--- src/mslst_pkg.sv ---
// Package for the multi-slot lap split timer: shared constants, codes and word types.
// No dependencies; every other file of the block imports it.
package mslst_pkg;

  localparam int SLOTS_DEF     = 8;
  localparam int LOG_DEPTH_DEF = 256;
  localparam int CMDQ_DEPTH    = 2;

  localparam int TIME_W     = 32;
  localparam int LAPS_W     = 16;
  localparam int SLOT_IN_W  = 3;
  localparam int STRENGTH_W = 8;
  localparam int LOG_IDX_W  = 8;
  localparam int CFG_IDX_W  = 8;
  localparam int CFG_DATA_W = 32;

  localparam logic [LAPS_W-1:0] LAP_MAX = '1;

  // input mode codes
  localparam logic [1:0] MODE_START = 2'd0;
  localparam logic [1:0] MODE_CROSS = 2'd1;
  localparam logic [1:0] MODE_CLEAR = 2'd2;

  // configuration register indexes
  localparam logic [CFG_IDX_W-1:0] REG_RACE_RUNNING = 8'd0;
  localparam logic [CFG_IDX_W-1:0] REG_LAP_MODE     = 8'd1;

  typedef enum logic [1:0] {
    OP_START = 2'd0,
    OP_CROSS = 2'd1,
    OP_CLEAR = 2'd2
  } op_t;

  typedef struct packed {
    logic [1:0]                   mode;
    logic [SLOT_IN_W-1:0]         slot;
    logic [TIME_W-1:0]            timestamp;
    logic signed [STRENGTH_W-1:0] signal_strength;
  } item_t;

  typedef struct packed {
    logic                         kind;
    logic [SLOT_IN_W-1:0]         out_slot;
    logic [TIME_W-1:0]            lap_ms;
    logic [TIME_W-1:0]            best_ms;
    logic [LAPS_W-1:0]            lap_number;
    logic                         new_best;
    logic signed [STRENGTH_W-1:0] out_strength;
    logic [TIME_W-1:0]            out_time;
    logic                         logged;
    logic [LOG_IDX_W-1:0]         log_index;
  } result_t;

  typedef struct packed {
    logic [CFG_IDX_W-1:0]  index;
    logic [CFG_DATA_W-1:0] value;
  } cfg_wr_t;

  typedef struct packed {
    op_t                          op;
    logic [SLOT_IN_W-1:0]         slot;
    logic [TIME_W-1:0]            ts;
    logic signed [STRENGTH_W-1:0] strength;
  } cmd_t;

endpackage

--- src/mslst_chan_if.sv ---
// Valid/ready channel interfaces for the lap timer: input, result and config write.
// Depends on mslst_pkg for the word types.
interface mslst_in_if;
  import mslst_pkg::*;
  logic  valid;
  logic  ready;
  item_t data;
  modport source (output valid, output data, input ready);
  modport sink (input valid, input data, output ready);
endinterface

interface mslst_out_if;
  import mslst_pkg::*;
  logic    valid;
  logic    ready;
  result_t data;
  modport source (output valid, output data, input ready);
  modport sink (input valid, input data, output ready);
endinterface

interface mslst_cfg_if;
  import mslst_pkg::*;
  logic    valid;
  logic    ready;
  cfg_wr_t data;
  modport source (output valid, output data, input ready);
  modport sink (input valid, input data, output ready);
endinterface

--- src/mslst_cmd_fifo.sv ---
// Short command queue between the front (classify) and back (execute) of the timer.
// Depends on mslst_pkg (cmd_t, CMDQ_DEPTH).
module mslst_cmd_fifo (
  input  logic          clk,
  input  logic          rst_n,
  input  logic          push,
  input  mslst_pkg::cmd_t wr_cmd,
  output logic          full,
  input  logic          pop,
  output mslst_pkg::cmd_t rd_cmd,
  output logic          not_empty
);
  import mslst_pkg::*;

  localparam int DEPTH = CMDQ_DEPTH;
  localparam int PTR_W = (DEPTH > 1) ? $clog2(DEPTH) : 1;
  localparam int CNT_W = $clog2(DEPTH + 1);
  localparam logic [PTR_W-1:0] PTR_LAST = PTR_W'(DEPTH - 1);

  cmd_t             mem_r [DEPTH];
  logic [PTR_W-1:0] wr_ptr_r, wr_ptr_nxt;
  logic [PTR_W-1:0] rd_ptr_r, rd_ptr_nxt;
  logic [CNT_W-1:0] count_r, count_nxt;

  assign full      = (count_r == CNT_W'(DEPTH));
  assign not_empty = (count_r != '0);
  assign rd_cmd    = mem_r[rd_ptr_r];

  always_comb begin
    wr_ptr_nxt = wr_ptr_r;
    rd_ptr_nxt = rd_ptr_r;
    count_nxt  = count_r;
    if (push) begin
      wr_ptr_nxt = (wr_ptr_r == PTR_LAST) ? '0 : wr_ptr_r + 1'b1;
    end
    if (pop) begin
      rd_ptr_nxt = (rd_ptr_r == PTR_LAST) ? '0 : rd_ptr_r + 1'b1;
    end
    if (push && !pop) begin
      count_nxt = count_r + 1'b1;
    end else if (pop && !push) begin
      count_nxt = count_r - 1'b1;
    end
  end

  always_ff @(posedge clk) begin
    if (!rst_n) begin
      wr_ptr_r <= '0;
      rd_ptr_r <= '0;
      count_r  <= '0;
    end else begin
      wr_ptr_r <= wr_ptr_nxt;
      rd_ptr_r <= rd_ptr_nxt;
      count_r  <= count_nxt;
    end
  end

  always_ff @(posedge clk) begin
    if (push) begin
      mem_r[wr_ptr_r] <= wr_cmd;
    end
  end

endmodule

--- src/mslst_front.sv ---
// Front of the lap timer: holds the config registers, accepts input words and
// classifies them into commands for the queue. Depends on mslst_pkg and the channel interfaces.
module mslst_front #(
  parameter int SLOTS = mslst_pkg::SLOTS_DEF
) (
  input  logic            clk,
  input  logic            rst_n,
  mslst_in_if.sink        in_ch,
  mslst_cfg_if.sink       cfg_ch,
  output mslst_pkg::cmd_t push_cmd,
  output logic            push,
  input  logic            q_full,
  output logic            lap_mode
);
  import mslst_pkg::*;

  logic race_running_r, race_running_nxt;
  logic lap_mode_r, lap_mode_nxt;
  logic keep;
  logic slot_ok;
  op_t  op;

  assign cfg_ch.ready = 1'b1;
  assign lap_mode     = lap_mode_r;

  // register writes; unknown indexes drop
  always_comb begin
    race_running_nxt = race_running_r;
    lap_mode_nxt     = lap_mode_r;
    if (cfg_ch.valid) begin
      case (cfg_ch.data.index)
        REG_RACE_RUNNING: race_running_nxt = cfg_ch.data.value[0];
        REG_LAP_MODE:     lap_mode_nxt     = cfg_ch.data.value[0];
        default: ;
      endcase
    end
  end

  assign slot_ok = (32'(in_ch.data.slot) < 32'(SLOTS));

  // drop crossings outside a race or beyond the slot count, and the unused mode
  always_comb begin
    keep = 1'b0;
    op   = OP_START;
    case (in_ch.data.mode)
      MODE_START: begin
        keep = 1'b1;
        op   = OP_START;
      end
      MODE_CROSS: begin
        keep = race_running_r && slot_ok;
        op   = OP_CROSS;
      end
      MODE_CLEAR: begin
        keep = 1'b1;
        op   = OP_CLEAR;
      end
      default: keep = 1'b0;
    endcase
  end

  assign in_ch.ready       = !q_full;
  assign push              = in_ch.valid && !q_full && keep;
  assign push_cmd.op       = op;
  assign push_cmd.slot     = in_ch.data.slot;
  assign push_cmd.ts       = in_ch.data.timestamp;
  assign push_cmd.strength = in_ch.data.signal_strength;

  always_ff @(posedge clk) begin
    if (!rst_n) begin
      race_running_r <= 1'b0;
      lap_mode_r     <= 1'b0;
    end else begin
      race_running_r <= race_running_nxt;
      lap_mode_r     <= lap_mode_nxt;
    end
  end

endmodule

--- src/mslst_back.sv ---
// Back of the lap timer: executes queued commands against the per-slot records
// and drives the result register. Depends on mslst_pkg and the channel interfaces.
module mslst_back #(
  parameter int SLOTS     = mslst_pkg::SLOTS_DEF,
  parameter int LOG_DEPTH = mslst_pkg::LOG_DEPTH_DEF
) (
  input  logic            clk,
  input  logic            rst_n,
  input  logic            lap_mode,
  input  logic            q_valid,
  input  mslst_pkg::cmd_t q_cmd,
  output logic            q_pop,
  mslst_out_if.source     out_ch
);
  import mslst_pkg::*;

  localparam int SLOT_W = (SLOTS > 1) ? $clog2(SLOTS) : 1;
  localparam int LOG_W  = $clog2(LOG_DEPTH + 1);

  typedef enum logic [1:0] {
    ST_IDLE = 2'b01,
    ST_CALC = 2'b10
  } bk_state_t;

  bk_state_t state_r, state_nxt;

  logic [TIME_W-1:0] last_r  [SLOTS];
  logic [TIME_W-1:0] last_nxt[SLOTS];
  logic [TIME_W-1:0] best_r  [SLOTS];
  logic [TIME_W-1:0] best_nxt[SLOTS];
  logic [LAPS_W-1:0] total_r  [SLOTS];
  logic [LAPS_W-1:0] total_nxt[SLOTS];
  logic [TIME_W-1:0] start_r, start_nxt;
  logic [LOG_W-1:0]  fill_r, fill_nxt;

  // crossing in flight
  cmd_t              cur_r, cur_nxt;
  logic              first_r, first_nxt;
  logic [TIME_W-1:0] lap_r, lap_nxt;
  logic [TIME_W-1:0] best_cur_r, best_cur_nxt;
  logic [LAPS_W-1:0] total_cur_r, total_cur_nxt;

  result_t res_r, res_nxt;
  logic    out_valid_r, out_valid_nxt;

  logic [SLOT_W+SLOT_IN_W-1:0] head_ext, cur_ext;
  logic [SLOT_W-1:0]           head_idx, cur_idx;
  logic                        head_first;
  logic [TIME_W-1:0]           head_base;
  logic                        gate;
  logic [LAPS_W-1:0]           total_inc;
  logic                        best_set;
  logic                        log_ok;
  logic [LOG_W+LOG_IDX_W-1:0]  fill_ext;
  logic                        load;

  assign head_ext   = {{SLOT_W{1'b0}}, q_cmd.slot};
  assign head_idx   = head_ext[SLOT_W-1:0];
  assign cur_ext    = {{SLOT_W{1'b0}}, cur_r.slot};
  assign cur_idx    = cur_ext[SLOT_W-1:0];
  assign head_first = (last_r[head_idx] == '0);
  assign head_base  = head_first ? start_r : last_r[head_idx];

  assign gate      = first_r && (lap_r == '0);
  assign total_inc = (total_cur_r == LAP_MAX) ? total_cur_r : total_cur_r + 1'b1;
  assign best_set  = (lap_r != '0) && ((best_cur_r == '0) || (lap_r < best_cur_r));
  assign log_ok    = (fill_r < LOG_W'(LOG_DEPTH));
  assign fill_ext  = {{LOG_IDX_W{1'b0}}, fill_r};
  assign load      = (state_r == ST_CALC) && (!out_valid_r || out_ch.ready);

  assign out_ch.valid = out_valid_r;
  assign out_ch.data  = res_r;

  always_comb begin
    state_nxt     = state_r;
    last_nxt      = last_r;
    best_nxt      = best_r;
    total_nxt     = total_r;
    start_nxt     = start_r;
    fill_nxt      = fill_r;
    cur_nxt       = cur_r;
    first_nxt     = first_r;
    lap_nxt       = lap_r;
    best_cur_nxt  = best_cur_r;
    total_cur_nxt = total_cur_r;
    res_nxt       = res_r;
    out_valid_nxt = out_valid_r && !out_ch.ready;
    q_pop         = 1'b0;

    case (state_r)
      ST_IDLE: begin
        if (q_valid) begin
          q_pop = 1'b1;
          case (q_cmd.op)
            OP_START: begin
              start_nxt = q_cmd.ts;
              if (lap_mode) begin
                for (int i = 0; i < SLOTS; i++) begin
                  last_nxt[i] = q_cmd.ts;
                end
              end
            end
            OP_CLEAR: begin
              for (int i = 0; i < SLOTS; i++) begin
                last_nxt[i]  = '0;
                best_nxt[i]  = '0;
                total_nxt[i] = '0;
              end
              fill_nxt = '0;
            end
            OP_CROSS: begin
              cur_nxt       = q_cmd;
              first_nxt     = head_first;
              lap_nxt       = (head_first && (start_r == '0)) ? '0 : q_cmd.ts - head_base;
              best_cur_nxt  = best_r[head_idx];
              total_cur_nxt = total_r[head_idx];
              state_nxt     = ST_CALC;
            end
            default: ;
          endcase
        end
      end
      ST_CALC: begin
        if (load) begin
          last_nxt[cur_idx]    = cur_r.ts;
          res_nxt.out_slot     = cur_r.slot;
          res_nxt.out_strength = cur_r.strength;
          res_nxt.out_time     = cur_r.ts;
          if (gate) begin
            res_nxt.kind       = 1'b0;
            res_nxt.lap_ms     = '0;
            res_nxt.best_ms    = best_cur_r;
            res_nxt.lap_number = total_cur_r;
            res_nxt.new_best   = 1'b0;
            res_nxt.logged     = 1'b0;
            res_nxt.log_index  = '0;
          end else begin
            total_nxt[cur_idx] = total_inc;
            if (best_set) begin
              best_nxt[cur_idx] = lap_r;
            end
            if (log_ok) begin
              fill_nxt = fill_r + 1'b1;
            end
            res_nxt.kind       = 1'b1;
            res_nxt.lap_ms     = lap_r;
            res_nxt.best_ms    = best_set ? lap_r : best_cur_r;
            res_nxt.lap_number = total_inc;
            res_nxt.new_best   = best_set;
            res_nxt.logged     = log_ok;
            res_nxt.log_index  = log_ok ? fill_ext[LOG_IDX_W-1:0] : '0;
          end
          out_valid_nxt = 1'b1;
          state_nxt     = ST_IDLE;
        end
      end
      default: state_nxt = ST_IDLE;
    endcase
  end

  always_ff @(posedge clk) begin
    if (!rst_n) begin
      state_r     <= ST_IDLE;
      start_r     <= '0;
      fill_r      <= '0;
      out_valid_r <= 1'b0;
      for (int i = 0; i < SLOTS; i++) begin
        last_r[i]  <= '0;
        best_r[i]  <= '0;
        total_r[i] <= '0;
      end
    end else begin
      state_r     <= state_nxt;
      start_r     <= start_nxt;
      fill_r      <= fill_nxt;
      out_valid_r <= out_valid_nxt;
      last_r      <= last_nxt;
      best_r      <= best_nxt;
      total_r     <= total_nxt;
    end
  end

  always_ff @(posedge clk) begin
    cur_r       <= cur_nxt;
    first_r     <= first_nxt;
    lap_r       <= lap_nxt;
    best_cur_r  <= best_cur_nxt;
    total_cur_r <= total_cur_nxt;
    res_r       <= res_nxt;
  end

endmodule

--- src/multi_slot_lap_split_timer_top.sv ---
// Top level of the multi-slot lap split timer: front, command queue and back.
// Depends on mslst_pkg, the channel interfaces, mslst_front, mslst_cmd_fifo, mslst_back.
//
// The timer keeps, for each pilot slot, the last gate crossing time, the best lap
// and a saturating lap count, plus the race start time and a lap log fill count.
// Input words carry a mode (race start acknowledge, lap crossing, clear records),
// a slot, a millisecond timestamp and a signal strength. A race start stores the
// start time and, with lap_mode set, seeds every slot's last crossing time with it;
// a clear wipes all slot records and the log fill but keeps the start time; neither
// gives a result. A crossing while race_running is set, for a slot below SLOTS,
// gives exactly one result word: a gate start (kind 0) when it is the slot's first
// crossing and measures no time, otherwise a counted lap (kind 1) with the lap time
// (32-bit wrap), the best lap, the count, a new-best flag and, while fewer than
// LOG_DEPTH laps are logged, the log position. Other input words are taken and
// dropped. Timing: the front takes one input word per cycle whenever the two-deep
// command queue has room, independent of a stalled result. The back executes a start
// or clear in ST_IDLE and a crossing in two states: ST_IDLE (record read and lap
// subtract), then ST_CALC (best compare and write-back). The back takes no new
// command until the crossing's record read-modify-write is done; a result that
// is not taken holds the back in ST_CALC. Records live in flip-flops, so reset clears
// them at once with no clearing pass. Config writes are taken every cycle
// (cfg_ch.ready is always high) and must happen only while the block is idle.
module multi_slot_lap_split_timer_top #(
  parameter int SLOTS     = mslst_pkg::SLOTS_DEF,
  parameter int LOG_DEPTH = mslst_pkg::LOG_DEPTH_DEF
) (
  input  logic        clk,
  input  logic        rst_n,
  mslst_in_if.sink    in_ch,
  mslst_out_if.source out_ch,
  mslst_cfg_if.sink   cfg_ch
);
  import mslst_pkg::*;

  cmd_t push_cmd;
  cmd_t head_cmd;
  logic push;
  logic q_full;
  logic q_valid;
  logic q_pop;
  logic lap_mode;

  // classify input words and hold config
  mslst_front #(
    .SLOTS (SLOTS)
  ) u_front (
    .clk      (clk),
    .rst_n    (rst_n),
    .in_ch    (in_ch),
    .cfg_ch   (cfg_ch),
    .push_cmd (push_cmd),
    .push     (push),
    .q_full   (q_full),
    .lap_mode (lap_mode)
  );

  // decouple front from back
  mslst_cmd_fifo u_cmd_fifo (
    .clk       (clk),
    .rst_n     (rst_n),
    .push      (push),
    .wr_cmd    (push_cmd),
    .full      (q_full),
    .pop       (q_pop),
    .rd_cmd    (head_cmd),
    .not_empty (q_valid)
  );

  // update slot records and emit results
  mslst_back #(
    .SLOTS     (SLOTS),
    .LOG_DEPTH (LOG_DEPTH)
  ) u_back (
    .clk      (clk),
    .rst_n    (rst_n),
    .lap_mode (lap_mode),
    .q_valid  (q_valid),
    .q_cmd    (head_cmd),
    .q_pop    (q_pop),
    .out_ch   (out_ch)
  );

endmodule

--- src/flat_wrapper.sv ---
// flat-port wrapper written by rule: the top's interface ports become plain ports
module multi_slot_lap_split_timer_top_flat import mslst_pkg::*;
#(
  parameter int SLOTS     = mslst_pkg::SLOTS_DEF,
  parameter int LOG_DEPTH = mslst_pkg::LOG_DEPTH_DEF
)
  (clk, rst_n, in_ch_valid, in_ch_data, in_ch_ready, out_ch_valid, out_ch_data, out_ch_ready, cfg_ch_valid, cfg_ch_data, cfg_ch_ready);
  mslst_in_if in_ch_i ();
  mslst_out_if out_ch_i ();
  mslst_cfg_if cfg_ch_i ();
  input  logic clk;
  input  logic rst_n;
  input wire logic [$bits(in_ch_i.valid)-1:0] in_ch_valid;
  input wire logic [$bits(in_ch_i.data)-1:0] in_ch_data;
  output wire logic [$bits(in_ch_i.ready)-1:0] in_ch_ready;
  output wire logic [$bits(out_ch_i.valid)-1:0] out_ch_valid;
  output wire logic [$bits(out_ch_i.data)-1:0] out_ch_data;
  input wire logic [$bits(out_ch_i.ready)-1:0] out_ch_ready;
  input wire logic [$bits(cfg_ch_i.valid)-1:0] cfg_ch_valid;
  input wire logic [$bits(cfg_ch_i.data)-1:0] cfg_ch_data;
  output wire logic [$bits(cfg_ch_i.ready)-1:0] cfg_ch_ready;
  assign in_ch_i.valid = in_ch_valid;
  assign in_ch_i.data = in_ch_data;
  assign in_ch_ready = in_ch_i.ready;
  assign out_ch_valid = out_ch_i.valid;
  assign out_ch_data = out_ch_i.data;
  assign out_ch_i.ready = out_ch_ready;
  assign cfg_ch_i.valid = cfg_ch_valid;
  assign cfg_ch_i.data = cfg_ch_data;
  assign cfg_ch_ready = cfg_ch_i.ready;
  multi_slot_lap_split_timer_top #(.SLOTS(SLOTS), .LOG_DEPTH(LOG_DEPTH)) u_core (.clk(clk), .rst_n(rst_n), .in_ch(in_ch_i), .out_ch(out_ch_i), .cfg_ch(cfg_ch_i));
endmodule
--- config.mk ---
export PLATFORM = sky130hd
export DESIGN_NAME = multi_slot_lap_split_timer_top_flat
export DESIGN_NICKNAME = d
export VERILOG_FILES = /design/src/mslst_pkg.sv /design/src/mslst_chan_if.sv /design/src/mslst_cmd_fifo.sv /design/src/mslst_front.sv /design/src/mslst_back.sv /design/src/multi_slot_lap_split_timer_top.sv /design/src/flat_wrapper.sv
export SDC_FILE = /design/constraint.sdc
export NUM_CORES = 2
export LEC_CHECK = 0
export ABC_AREA = 1
export BUFFER_PORTS_ARGS = -buffer_cell sky130_fd_sc_hd__buf_2
export CELL_PAD_IN_SITES_DETAIL_PLACEMENT = 0
export CELL_PAD_IN_SITES_GLOBAL_PLACEMENT = 1
export CORE_MARGIN = 1.5
export CORE_UTILIZATION = 44
export CTS_CLUSTER_DIAMETER = 200
export CTS_CLUSTER_SIZE = 28
export DETAILED_ROUTE_END_ITERATION = 12
export MAX_ROUTING_LAYER = met4
export PLACE_DENSITY = 0.88
export RECOVER_POWER = 100
export SETUP_SLACK_MARGIN = 0.15
export SYNTH_ARGS = -nofsm -noshare
export SYNTH_HDL_FRONTEND = slang
export SYNTH_SLANG_ARGS = --single-unit
--- constraint.sdc ---
create_clock -name clk -period 9 [get_ports clk]
set_input_delay 0 -clock clk [delete_from_list [all_inputs] [get_ports clk]]
set_output_delay 0 -clock clk [all_outputs]
set_load 0.01 [all_outputs]
# Yosys cells after proc, flatten, opt, wreduce, memory -nomap -nowiden
# Memory sizes are Yosys's and may differ from the RTL's. A register that Yosys moved wholly into a read port is not among the register bits.
# Index checks and enable logic that the tools add are counted.
[classes]
n_addsub = 7
multipliers = 0
div = 0
magnitude_cmp = 5
n_eq_ne = 18
shift = 0
mux = 61
bitwise_logic = 3
reduce_logical = 40
[ops]
columns = ["operator", "n"]
rows = [
  ["$mux 256", 8],
  ["$pmux 256 s2", 3],
  ["$bwmux 256", 2],
  ["$mux 128", 4],
  ["$pmux 128 s2", 1],
  ["$mux 32", 7],
  ["$bmux 32 s3", 2],
  ["$bwmux 128", 1],
  ["$logic_not 32->1", 4],
  ["$demux 32 s3", 1],
  ["$mux 16", 4],
  ["$mux 49", 1],
  ["$bmux 16 s3", 1],
  ["$demux 16 s3", 1],
  ["$mux 9", 5],
  ["$lt 32x32->1", 1],
  ["$reduce_bool 32->1", 1],
  ["$sub 32x32->32", 1],
  ["$pmux 9 s2", 1],
  ["$add 16x1->16 const B", 1],
  ["$eq 16x16->1 const B", 1],
  ["$reduce_and 6->1", 2],
  ["$mux 1", 11],
  ["$logic_and 1x1->1", 10],
  ["28 further kinds", 60],
]
[word_totals]
register_bits = 948
latchBits = 0
ramBits = 90
rom_bits = 0
inputBits = 90
out_inout_bits = 137
elab_cells = 185
memories = 1
[mem_list]
columns = ["name", "depth", "width", "rd", "rd_ports_with_merged_regs", "wr", "line", "text"]
rows = [
  ["u_core.u_cmd_fifo.mem_r", 2, 45, 1, 1, 1, "mslst_cmd_fifo.sv:20", "cmd_t mem_r [DEPTH];"],
]

# Longest topological paths before layout
[logic_depth]
depth_word = 10
ltp_mapped = 35

# Cells and area by module
# From an unflattened synthesis, not the netlist that was laid out.
[hier_totals]
cells_unflattened = 6167
hier_area_um2 = 48754.3
[by_module_without_submodules]
columns = ["module", "n_inst", "cells_per_inst", "area_per_inst_um2", "seq_area_each_um2"]
rows = [
  ["mslst_back", 1, 5917, 44577.8, 21440.6],
  ["mslst_cmd_fifo", 1, 175, 3678.5, 2802.7],
  ["mslst_front", 1, 75, 498.0, 40.0],
]

# Least setup slack after synthesis
# OpenSTA, ideal clock, no wires.
[synth_path]
path_type = "reg2reg"
start = "register u_core.u_back.state_r[0]"
end = "register u_core.u_back.best_r[128] in the netlist's numbering"
arrival_time_ns = 7.635
setup_slack_ns = 1.295
stages_incl_launch_ff = 17
n_path_buf = 3
period_less_slack_ns = 7.705
path_cell_list = "dfxtp_1 -> inv_1 -> nand2_1 -> nor2_1 -> nor2_1 -> inv_1 -> o21ai_1 -> inv_2 -> nand2_2 -> inv_2 -> nand3b_1 -> nand2_1 -> buf_2 -> buf_4 -> buf_2 -> nand3_1 -> a21oi_1"
[synth_via]
elab_chain_len = 4
word_cells_on_any_way = 11
classes_between = "eq/ne (7); mux (1); reduce/logical (3)"
[synth_lines]
columns = ["element", "line", "text"]
rows = [
  ["start: declaration", "mslst_back.sv:25", "bk_state_t state_r, state_nxt;"],
  ["start signal: assignment", "mslst_back.sv:173", "state_r <= state_nxt;"],
  ["$eq 2x2->1", "mslst_back.sv:69, mslst_back.sv:90", ""],
  ["$logic_and 1x1->1", "mslst_back.sv:69", "assign load = (state_r == ST_CALC) && (!out_valid_r || out_ch.ready);"],
  ["$ne 2x2->1 (no source line)", "-", ""],
  ["$reduce_and 6->1 (no source line)", "-", ""],
  ["end signal: assignment", "mslst_back.sv:178", "best_r <= best_nxt;"],
  ["end: declaration", "mslst_back.sv:29", "logic [TIME_W-1:0] best_r [SLOTS];"],
]
# Several ways; a longest one is shown, not always the timed one.
# A chain may end at the register's enable or synchronous reset.

==> impl_results.md <==
* Die area at 110000 um2
* Die width at 332 um
* Crit path max fanout at 114
* Iter 0 DRT Violations at 4676
* Worst-Margin Slew at 4630 ps
* Slew margin rel. at -209%
* Max VDD drop at 0.350 mV
* Post-Syn Nets at 6273
* Final hold violations at 0
* Nets@finish at 6180
* Power Total at 16.2 mW
* Num rows at 120
* CTS sink count at 1039
* RSZ-0062 raised after global routing: no
* Critical path startpoint category: flop
* Net Sw Frac at 45.5%
* Post-DP HPWL at 87400 um
* Setup TNS at 0 ps
* Syn Inst Count at 6117
* Mean Syn Cell Area at 7.77 um2
* Seq pwr share at 39.6%
* Max Cap Violations at 24
* Hold bufs inserted after CTS at 55
* Post CTS Setup Buffer Count at 0
* CTS Buf Count at 43
* Area post-placement at 49100 um2
* Hold Path Class: primary input to flop
* Fillers at 10600
* CP max stage cell: clkbuf_1
* Drt drc at 0
* Post-synthesis xor/xnor area fraction at 0.682%
* Worst EP required at 9540 ps
* Synth Area in Compound Gates at 18.3%
* Post-synth EDFFs at 348
* Register area share after synthesis at 51.1%
* Avg WL per Cell at 20.5 um
* Crit path DAT at 8290 ps
* Clk network pwr share at 15.4%
* Ant diodes at 0
* Syn-to-layout area delta at 6.54%
* Clk slew on worst S/H paths at 120 ps
* P_int at 8.83 mW
* Post-synthesis mux area share at 0.0211%
* Largest net degree at the start of global routing at 228
* Overflow after GRT at 0
* Min Tclk post-route at 7750 ps
* Lkg Pwr at 18.0 nW
* Num ports at 227
* Cell family with most CP delay: buffers and inverters
* Initial core utilization at 44.4%
* Largest family of logic cells by synthesized area: simple AND/OR/NAND/NOR gates
* Critical Path Max Stage Delay at 3270 ps
* Antenna violations before repair at 3
* Crit path cell chain: nand2_1 -> buf_4 -> nand2_4 -> buf_4 -> clkbuf_1 -> o21ai_0 -> o22ai_1 -> nor2_1 -> a31oi_1
* Final wirelength at 153000 um
* CTS tree: built
* Total GRT Usage at 27.6%
* Post-CTS Resized at 0
* Final worst slack at 1250 ps
* TritonRoute pass-1 iters at 8
* Critical Path Most Common Cell: buf_4
* P_sw at 7.39 mW
* CP Capture Type: flop
* Yosys Warn Count at 0
* FF+latch count, synth at 1039
* Buffers and inverters on the worst path at 3
* Pre-CTS WS at 2370 ps
* Vias at 42400
* Fin cells at 7462
* Pwr dens at 320 nW/um2
* Post-Syn Area at 47500 um2
* Layout Skew at 58.1 ps
* Antenna viol nets, final at 0
* Clock Latency Late Sink at 700 ps
* Setup-failing EPs final at 0
* Failing checks: max-capacitance violations, max-slew violations
* Status: finished with violations
* Vias/cell at 5.68
* Height of the die at 332 um
* First-pass GRT wire length at 231000 um
* Fraction of layout cells with a size suffix above 1 at 2.89%
* CTS root buf: clkbuf_16
* Post-route cell area at 50600 um2
* Vias in the first global route at 38000
* Fin Hold WS at 48.8 ps
* Combinational share of power at 45.1%
* PortBufs at 194
* Synth cell types at 46
* Fmax at 129 MHz
* Final Max Tran Viols at 1587
* Post-synth ARST share at 0%
* Routability Congestion at 0.889
* Synth Area in Adders at 1.75%
* Post-Synth Simple-Gate Area at 20.5%
* H-Tree Depth at 2
* Crit path kind: flop to flop
* Total core area at 107000 um2
* Placed Cells at 7327
* Final cycle utilization of the critical path at 86.1%
* Synth Flop Type: dfxtp_1
* Final core utilization at 47.3%
* Clk buf depth at 3
==> Yosys cell counts (21+ instances only) <==
library cell  instances  area [um2]
nand2_1            1234        4630
o21ai_0             823        4120
a21oi_1             719        3600
dfxtp_1             691       13800
nand3_1             523        2620
nor2_1              495        1860
inv_1               435        1630
edfxtp_1            348       10500
clkbuf_1            336        1260
buf_2                80         400
a31oi_1              68         425
ha_1                 65         813
o22ai_1              48         300
inv_2                38         143
nand4_1              31         194
nor3_1               29         145
xor2_1               29         254
buf_1                21        78.8
==> final cells by class <==
class                      instances  area, um2  share of cell area, %
tap                             1403       1760                   3.47
sequential                      1039      24300                   48.0
inverter                         476       1790                   3.54
timing repair buffer             312       1730                   3.42
clock inverter                     3       55.1                  0.109
clock buffer                      77       1220                   2.42
multi-input combinational       4152      19800                   39.1
==> worst register-to-register path: stages (launching register included) <==
cell and delay (ps):
dfxtp_1 850, nand2_1 110, buf_4 360, nand2_4 1130, buf_4 630, clkbuf_1 3300, o21ai_0 560, o22ai_1 390
nor2_1 90, a31oi_1 170
==> placed cells by master, fill, tap and decap left out, types with 4 or more instances in the layout <==
cell type and count:
inv_1 437, a31oi_1 68, nand3_1 518, nand3_2 6, o21ai_1 12, nor2_4 4
xor2_1 29, nand2_2 8, o21a_1 6, inv_2 16, buf_4 40, a21oi_1 719
edfxtp_1 348, ha_1 65, o21bai_1 4, nor2_1 479, buf_2 21, nand2_1 1226
xnor2_1 8, nor4_1 9, nor3_2 4, clkinv_1 22, a21o_1 4, o21ai_0 823
clkbuf_16 44, nor3_1 25, clkbuf_1 223, nand3b_1 18, dlygate4sd3_1 55, nand4_1 31
dfxtp_1 691, o22ai_1 48, nor2_2 13
==> power by group through the flow <==
| stage | clock network [mW] | logic [mW] | registers, mW |
|---|---|---|---|
| final | 2.49 | 7.31 | 6.42 |
| after global routing | 2.68 | 8.08 | 6.47 |
| after CTS | 2.53 | 7.25 | 6.37 |
| after detailed placement | 0 | 7.20 | 6.47 |
| after global placement | 0 | 7.13 | 6.46 |
| after floorplan | 0 | 5.07 | 6.26 |
==> logic make-up (layout without fill, tap and decap cells) <==
group                      after synthesis  count (layout)
and+or+nand+nor                       2351            2351
AOI/OAI and AO/OA                     1696            1696
DFF                                   1039            1039
buffers and inverters                  926             868
adders and majority gates               66              66
xor gates and xnor gates                37              37
other                                    1               1
muxes                                    1               1
==> sequential cells by signal (all words and copies together) (netlist names), named ones only <==
| name | count |
|---|---|
| u_core.u_back.best_cur_r | 32 |
| u_core.u_back.last_r | 256 |
| u_core.u_back.cur_idx | 3 |
| u_core.u_cmd_fifo.count_r | 2 |
| u_core.u_front.race_running_r | 1 |
| u_core.u_back.first_r | 1 |
| u_core.u_back.start_r | 32 |
| u_core.u_back.total_r | 128 |
| u_core.u_front.lap_mode | 1 |
| u_core.u_cmd_fifo.mem_r | 90 |
| u_core.u_back.lap_r | 32 |
| u_core.u_back.out_ch.valid | 1 |
| u_core.u_back.out_ch.data | 134 |
| u_core.u_cmd_fifo.wr_ptr_r | 1 |
| u_core.u_back.total_cur_r | 16 |
| u_core.u_back.cur_r | 40 |
| u_core.u_cmd_fifo.rd_ptr_r | 1 |
| u_core.u_back.best_r | 256 |
| u_core.u_back.state_r | 2 |
| u_core.u_back.fill_r | 9 |
==> layer usage <==
metal	vias up	global-route usage, %	routed length (um)
met3	265	4.00	13400
met2	1831	41.8	68200
met1	20000	37.9	66300
met5	-	-	0
met4	0	8.84	5060
li1	20300	-	-
==> worst paths after layout <==
kind	to	startpoint	cells after the start	slack, ps
hold / removal	u_core.u_cmd_fifo.mem_r[1][35]$_DFFE_PP_	in_ch_data[35]	2	50
hold reg to reg	u_core.u_back.out_ch.data[47]$_DFFE_PP_	u_core.u_back.cur_r[6]$_DFFE_PP_	0	420
setup / recovery	u_core.u_back.best_cur_r[7]$_DFFE_PP_	flop	9	1250
setup reg to reg	u_core.u_back.best_cur_r[7]$_DFFE_PP_	flop	9	1250
No activity file was read; power rests on OpenSTA's default activity.
